<file path="src/gsgs_pkg.sv">
// Shared types and constants of the grid solver.
`timescale 1ns / 1ps
package gsgs_pkg;

  localparam int IDX_BITS   = 5;
  localparam int DATA_BITS  = 32;
  localparam int INV_BITS   = 16;
  localparam int COUNT_BITS = 8;
  localparam int REG_BITS   = 3;
  localparam int FRAC_SHIFT = 16;

  localparam logic STATUS_OK    = 1'b0;
  localparam logic STATUS_RANGE = 1'b1;

  typedef enum logic [1:0] {
    ACT_WRITE = 2'd0,
    ACT_SOLVE = 2'd1,
    ACT_READ  = 2'd2
  } gsgs_action_e;

  typedef enum logic [REG_BITS-1:0] {
    REG_SWEEP_COUNT = 3'd0,
    REG_GRID_COLS   = 3'd1,
    REG_GRID_ROWS   = 3'd2,
    REG_INV_DENOM   = 3'd3,
    REG_SOURCE_TERM = 3'd4
  } gsgs_reg_e;

  typedef enum logic [2:0] {
    ST_IDLE,
    ST_READ,
    ST_RD_NS,
    ST_RD_EW,
    ST_SUM,
    ST_MUL,
    ST_WRITE,
    ST_DONE
  } gsgs_state_e;

  typedef struct packed {
    logic [1:0]                  action;
    logic [IDX_BITS-1:0]         col_index;
    logic [IDX_BITS-1:0]         row_index;
    logic signed [DATA_BITS-1:0] point_value;
  } gsgs_in_t;

  typedef struct packed {
    logic signed [DATA_BITS-1:0] read_value;
    logic                        status;
  } gsgs_out_t;

  typedef struct packed {
    logic [REG_BITS-1:0]  index;
    logic [DATA_BITS-1:0] data;
  } gsgs_cfg_t;

  typedef struct packed {
    logic [COUNT_BITS-1:0]       sweep_count;
    logic [IDX_BITS-1:0]         grid_cols;
    logic [IDX_BITS-1:0]         grid_rows;
    logic [INV_BITS-1:0]         inv_denominator;
    logic signed [DATA_BITS-1:0] source_term;
  } gsgs_regs_t;

  typedef struct packed {
    logic ns_en;
    logic diff_en;
    logic prod_en;
  } gsgs_alu_ctrl_t;

endpackage

</file>
<file path="src/gsgs_stencil_alu.sv">
// Five-point update datapath: neighbor sum, source subtract, scale, round, saturate.
`timescale 1ns / 1ps
module gsgs_stencil_alu #(
  parameter int VALUE_BITS = 32
) (
  input  logic                                 clk_i,
  input  gsgs_pkg::gsgs_alu_ctrl_t             ctrl_i,
  input  logic signed [VALUE_BITS-1:0]         rdata_a_i,
  input  logic signed [VALUE_BITS-1:0]         rdata_b_i,
  input  logic signed [gsgs_pkg::DATA_BITS-1:0] source_term_i,
  input  logic [gsgs_pkg::INV_BITS-1:0]        inv_i,
  output logic signed [VALUE_BITS-1:0]         result_o
);
  import gsgs_pkg::*;

  localparam int PAIR_BITS = VALUE_BITS + 1;
  localparam int SUM_BITS  = VALUE_BITS + 2;
  localparam int DIFF_BITS = ((SUM_BITS > DATA_BITS) ? SUM_BITS : DATA_BITS) + 1;
  localparam int PROD_BITS = DIFF_BITS + INV_BITS + 1;
  localparam int SH_BITS   = PROD_BITS - FRAC_SHIFT;

  localparam logic signed [PROD_BITS-1:0] HALF_LSB = PROD_BITS'(1) <<< (FRAC_SHIFT - 1);
  localparam logic signed [SH_BITS-1:0] VMAX =
    {{(SH_BITS-VALUE_BITS+1){1'b0}}, {(VALUE_BITS-1){1'b1}}};
  localparam logic signed [SH_BITS-1:0] VMIN = ~VMAX;

  logic signed [PAIR_BITS-1:0] ns_q;
  logic signed [DIFF_BITS-1:0] diff_d, diff_q;
  logic signed [PROD_BITS-1:0] prod_d, prod_q;
  logic signed [PROD_BITS-1:0] rounded;
  logic signed [SH_BITS-1:0]   scaled;

  always_comb begin
    diff_d = DIFF_BITS'(ns_q) + DIFF_BITS'(rdata_a_i) + DIFF_BITS'(rdata_b_i)
           - DIFF_BITS'(source_term_i);
    prod_d = diff_q * $signed({1'b0, inv_i});
  end

  always_ff @(posedge clk_i) begin
    if (ctrl_i.ns_en) begin
      ns_q <= PAIR_BITS'(rdata_a_i) + PAIR_BITS'(rdata_b_i);
    end
    if (ctrl_i.diff_en) begin
      diff_q <= diff_d;
    end
    if (ctrl_i.prod_en) begin
      prod_q <= prod_d;
    end
  end

  always_comb begin
    rounded = prod_q + HALF_LSB;
    scaled  = SH_BITS'(rounded >>> FRAC_SHIFT);
    if (scaled > VMAX) begin
      result_o = VALUE_BITS'(VMAX);
    end else if (scaled < VMIN) begin
      result_o = VALUE_BITS'(VMIN);
    end else begin
      result_o = VALUE_BITS'(scaled);
    end
  end

endmodule

</file>
<file path="config.mk">
export PLATFORM = sky130hd
export DESIGN_NAME = gsgs_stencil_alu
export DESIGN_NICKNAME = d
export VERILOG_FILES = /design/src/gsgs_pkg.sv /design/src/gsgs_stencil_alu.sv
export SDC_FILE = /design/constraint.sdc
export NUM_CORES = 2
export LEC_CHECK = 0
export BUFFER_PORTS_ARGS = -buffer_cell sky130_fd_sc_hd__buf_2
export CAP_MARGIN = 20
export CORE_ASPECT_RATIO = 1.2
export CORE_UTILIZATION = 63
export CTS_CLUSTER_SIZE = 30
export DETAILED_ROUTE_END_ITERATION = 10
export PLACE_DENSITY = 0.82
export SLEW_MARGIN = 20
export SYNTH_ARGS = -nofsm -noshare
export SYNTH_HDL_FRONTEND = slang
export SYNTH_SLANG_ARGS = --single-unit
</file>
<file path="constraint.sdc">
create_clock -name clk_i -period 9.1 [get_ports clk_i]
set_clock_uncertainty 0.2 [all_clocks]
set_input_delay 0 -clock clk_i [delete_from_list [all_inputs] [get_ports clk_i]]
set_output_delay 0 -clock clk_i [all_outputs]
set_load 0.02 [all_outputs]
</file>
Yosys cells after proc, flatten, opt, wreduce, memory -nomap -nowiden:

Cells that the tools add are included.

* multipliers: 1
* $lt $le $gt $ge: 2
* mux-type cells: 2
* add/subtract/negate cells: 5

Operator list (number)
* 2-to-1 mux 32 bit: 2
* adder 52 x 17 -> 52 bit (second input constant): 1
* multiplier 35 x 17 -> 52 bit: 1
* greater-than comparator 36 x 32 -> 1 bit (second input constant): 1
* less-than comparator 36 x 32 -> 1 bit (second input constant): 1
* adder 34 x 32 -> 35 bit: 1
* subtractor 35 x 32 -> 35 bit: 1
* adder 33 x 32 -> 34 bit: 1
* adder 32 x 32 -> 33 bit: 1

* logic and storage cells: 13
* flip-flop bits (word level): 120
* bits of input ports: 116

Depth between registers and ports, before layout:

* word-level depth: 4
* depth in mapped cells: 24
* gate-level depth less buffers: 22

Least setup slack after synthesis:

Ideal clock, no wire load.

* path kind: flip-flop to flip-flop
* start point: register diff_q[5]
* end point: register prod_q[40] (data pin)
* setup time: 0.261 ns
* slack: 2.505 ns
* stages on the path, launching flop included: 21
* clock period less this slack: 6.595 ns
* path buffers: 1
* arrival: 6.134 ns
* path through: edfxtp_1 clkbuf_1 nand2_1 fa_1 inv_1 fa_1 fa_1 fa_1 fa_1 inv_1 fa_1 inv_1 ha_1 a2111oi_2 o21ai_1 a221oi_4 a41oi_2 o211ai_4 a211oi_1 o211a_1 a311o_1

* word-level cells in the longest chain between the ends: 1

Ends and longest elaborated chain
* from (decl): RTL line gsgs_stencil_alu.sv:28 `logic signed [DIFF_BITS-1:0] diff_d, diff_q;`
* from (signal assigned): RTL line gsgs_stencil_alu.sv:44 `diff_q <= diff_d;`
* multiplier 35 x 17 -> 52 bit: RTL line gsgs_stencil_alu.sv:36 `prod_d = diff_q * $signed({1'b0, inv_i});`
* named net prod_d[40]: RTL line gsgs_stencil_alu.sv:29 `logic signed [PROD_BITS-1:0] prod_d, prod_q;`
* to (signal assigned): RTL line gsgs_stencil_alu.sv:47 `prod_q <= prod_d;`
* to (decl): RTL line gsgs_stencil_alu.sv:29

The timed path passes the listed nets, and every way through them passes these cells.
A chain may end at the register's enable or synchronous reset.

Final worst setup path:

* start point: register diff_q[11]
* end point: register prod_q[47] (data pin)

Same word-level chain as after synthesis.

==> flow_results.org <==
** Clock network
- In this run the clock root is driven by a sky130_fd_sc_hd__clkbuf_16.
- Clock-pin slew on the worst setup and hold paths :: 0.08 ns
- TritonCTS clock tree :: done
- The tree built by TritonCTS fans out to around 110 sinks.
- Total of cells resized after clock tree synthesis :: 0
- Clock insertion delay at the later pin of the skew report :: around 0.39 ns
- The H-tree was split into 3 levels.
- CTS Buf Count :: 9
- The clock passes through at most 2 buffers.
- After clock tree synthesis, the setup repair step added 0 buffers.

** Setup path
- Critical path fanouts, max :: 16
- Worst reg2reg path depth :: 20
- Required @ worst endpoint :: between 9 and 10 ns
- STA classifies the critical path startpoint as a register.
- WP buf/inv :: 4
- The worst setup path is captured at a register.
- In this design, the critical path's most frequently occurring cell is sky130_fd_sc_hd__fa_1.
- Delay of the slowest cell on the worst path :: roughly 0.63 ns
- Critical setup path kind :: register to register
- Broken down by cell family, the worst path's largest delay share belongs to adder cells.
- The largest individual stage delay along the critical path comes from the cell sky130_fd_sc_hd__edfxtp_1.
- Total stage count of the critical path :: 20
- Ordered list of cells on the worst path :: and2_1, fa_1, inv_1, fa_1, fa_1, inv_1, fa_1, fa_1, inv_1, fa_1, inv_1, ha_1, a2111oi_2, o21ai_1, a221oi_4, a41oi_2, o211ai_4, a2111oi_1, or2_1, a311oi_1
- Critical path arrival :: slightly above 7 ns

** Die
- Number of placement rows :: 84
- The die covers 46,100 sq um.
- 148 I/O pins were placed.
- The die is 235 microns tall.
- Initial cell density of the core :: 64.4%
- In this run the standard cell core region covers 44,200 sq um.
- Floorplan die width :: between 150 and 200 microns

** Synth
- Commonest cells in the synthesized netlist :: sky130_fd_sc_hd__inv_1 (775), sky130_fd_sc_hd__fa_1 (595), sky130_fd_sc_hd__nand2_1 (425)
- The average instance in the mapped netlist occupies roughly 9.1 sq um.
- Among all flip-flop cells after synthesis, the most frequent one is sky130_fd_sc_hd__edfxtp_1.
- Unique masters post-synth :: 73
- Number of nets in the synthesized netlist :: 4,042
- Instance count of the mapped netlist :: 3,143
- Yosys mapped a number of flops with a built-in enable equal to 105.
- Total of flip-flops plus latches after synthesis :: 105
- Main area contributors after synthesis :: sky130_fd_sc_hd__fa_1 (42%), sky130_fd_sc_hd__edfxtp_1 (11%), sky130_fd_sc_hd__inv_1 (10%), sky130_fd_sc_hd__ha_1 (8.3%), sky130_fd_sc_hd__nand2_1 (5.6%)
- In the synthesized netlist the async set-or-reset flop fraction comes to 0%.
- After synthesis, flip-flops and latches occupy about 11% of the total area.
- In the post-synthesis netlist, the cell with the most instances is sky130_fd_sc_hd__inv_1.
- Summed over all instances, the cell type with the most area after synthesis is sky130_fd_sc_hd__fa_1.
- After synthesis the cells add up to 28,500 sq um.
- Share of the synthesized area in the top cell type :: approximately two fifths
- Ys Warns :: 0

** Hold path
- Cells on Worst Hold Path :: 4
- The path class of the tightest hold or removal check is input pin to register.

** Placed design
- Prior to clock tree synthesis, the placed netlist has a worst setup slack of 2.04 ns.
- During placement, the flow inserted port buffers numbering 147.
- Total placed cells including tap cells :: approximately 3.8k
- Area of placed instances :: 29,500 sq um
- The wire-length estimate of the detail-placed layout is 55,000 microns.
- Placer congestion estimate :: roughly 0.93

** Route
- Wire length per cell :: 18.0 microns
- For this block, the initial DRC count from the detailed router was between 1.5k and 2k.
- Before antenna repair, the detailed router went through 6 iterations.
- Routed vias :: 21.8k
- Wires add up to 69,100 microns.
- Via density per instance :: approximately 5.7
- # DRC :: 0
- Antenna viol nets, final :: 0

** Timing
- The worst pin sits at a relative slew slack of roughly 37%.
- Setup violations remaining at the end of the flow were counted as 0.
- Worst-case setup margin in the final layout :: 1.96 ns
- For the pin with the worst max-slew slack, the measured transition is 0.944 ns.
- The number of hold violations in the final report was 0.
- Of the available clock period, the critical path in the final layout requires 78.5%.
- Sum Neg Setup Slack :: 0 ns
- Peak Freq :: 0.140 GHz
- The smallest clock period supported by the final layout is computed as between 7 and 8 ns.
- Setup repair after global routing missed its margin :: no
- The count of final max-slew check failures was 0.

** GRT
- Entering global routing, the biggest net connects 38 pins.
- Via count of the first global-routing pass :: about 24k
- The number of antenna violations at the first check in global routing was 2.
- The first global-routing pass estimated 116,000 microns of wire.
- Global routing used 31.8% of the available tracks across all layers.
- Global routing finished with a remaining overflow of 0.

** Finish
- Leaving out filler cells and counting taps, the final layout contains 3,839.
- Share of post-route cells with drive strength above 1 :: 5.78%
- Final Cell Area :: 30,300 sq um
- Count of nets after finishing :: just over 4k
- Compared with the post-synthesis result, the final layout area differs by 6.33%.
- The layout has around 3.3k filler cells.

** Outcome
- The run finished with clean final reports.

** Run
- The tool flagged a number of max-cap violations equal to 0.
area by class of cell:
type	count	area (sq um)	area share, %
Multi-Input combinational cell	2145	22000	72.6
Timing Repair Buffer	195	1220	4.02
Sequential cell	105	3150	10.4
Inverter	775	2910	9.61
Tap cell	602	753	2.49
Clock inverter	7	52.6	0.174
Antenna cell	1	2.50	0.00826
Clock buffer	9	225	0.744
layer usage:
layer | track usage, % | wire length [microns] | vias up
met2 | 54.4 | 33700 | 1095
met1 | 39.7 | 26600 | 10724
met5 | 0 | 11 | -
li1 | - | - | 9750
met3 | 4.98 | 5480 | 274
met4 | 14.4 | 3350 | 2
metrics by stage:
stage | hold slack, ns | util (%)
after floorplan | -0.0875 | -
after global placement | 0.101 | 66.7
after detailed placement | 0.113 | 66.7
after CTS | 0.000157 | 68.4
after global routing | 0.0318 | 68.4
final | 0.00596 | 68.4
final timing paths:
kind | startpoint | end | slack (ns)
worst min-delay path | rdata_b_i[1] | ns_q[1]$_DFFE_PP_ | 0.006
worst max register to register | diff_q[11]$_DFFE_PP_ | prod_q[47]$_DFFE_PP_ | 1.96
worst max-delay path | diff_q[11]$_DFFE_PP_ | prod_q[47]$_DFFE_PP_ | 1.96
worst min register to register | ns_q[0]$_DFFE_PP_ | diff_q[0]$_DFFE_PP_ | 0.42
kinds of logic after synthesis:
kind of cell / synth area share [%]
and+or+nand+nor: 14.7
AOI/OAI and AO/OA: 8.51
xor gates and xnor gates: 3.66
muxes: 0.145
buffers and inverters: 11.8
adders and majority gates: 50.1
DFF: 11.1
worst reg2reg max path, delay by kind of cell, from the launching register on:
family / cells / cell delay, ns
flops: 1 / 0.63
simple gates: 2 / 0.59
fa+ha+maj: 7 / 3.45
buf+inv: 4 / 0.21
compound gates: 7 / 1.85
sequential cells by signal (all words and copies together), names as in the netlist:
signal	cells
ns_q	33
prod_q	37
diff_q	35
cells in the final DEF, fill, tap and decap left out, drive strengths merged, types with 4 or more instances in the layout:
cell type    synthesis  routed
a31oi               11      11
nor3                19      19
a211o                5       5
nand2              425     425
o21bai              10      10
a21o                47      47
ha                 188     188
xnor2               74      74
xor2                45      45
nand3               40      40
nand4               22      22
dlygate4sd3          0      48
and2               207     207
or2                  8       8
nand2b              10      10
o2111ai              4       4
a2111oi              8       8
o21a                14      14
nor2                76      76
clkbuf             113       9
nor2b               11      11
edfxtp             105     105
o311ai               7       7
o211ai              17      17
a21boi               5       5
clkinv               0       5
and3                17      17
a21oi              109     109
fa                 595     595
o31ai                6       6
and4                11      11
a221oi               6       6
buf                  5     147
a211oi              15      15
or3                  6       6
inv                775     777
o21ai               83      83
what timing repair did:
action                                  4_1_cts  5_1_grt
endpoints found under the hold margin        26        0
endpoints found under the setup margin        0        0
hold buffers                                 48        0
Power is left out: the tool's default activity adds up to more than one toggle a clock period on the data nets, which glitch-free logic cannot reach.
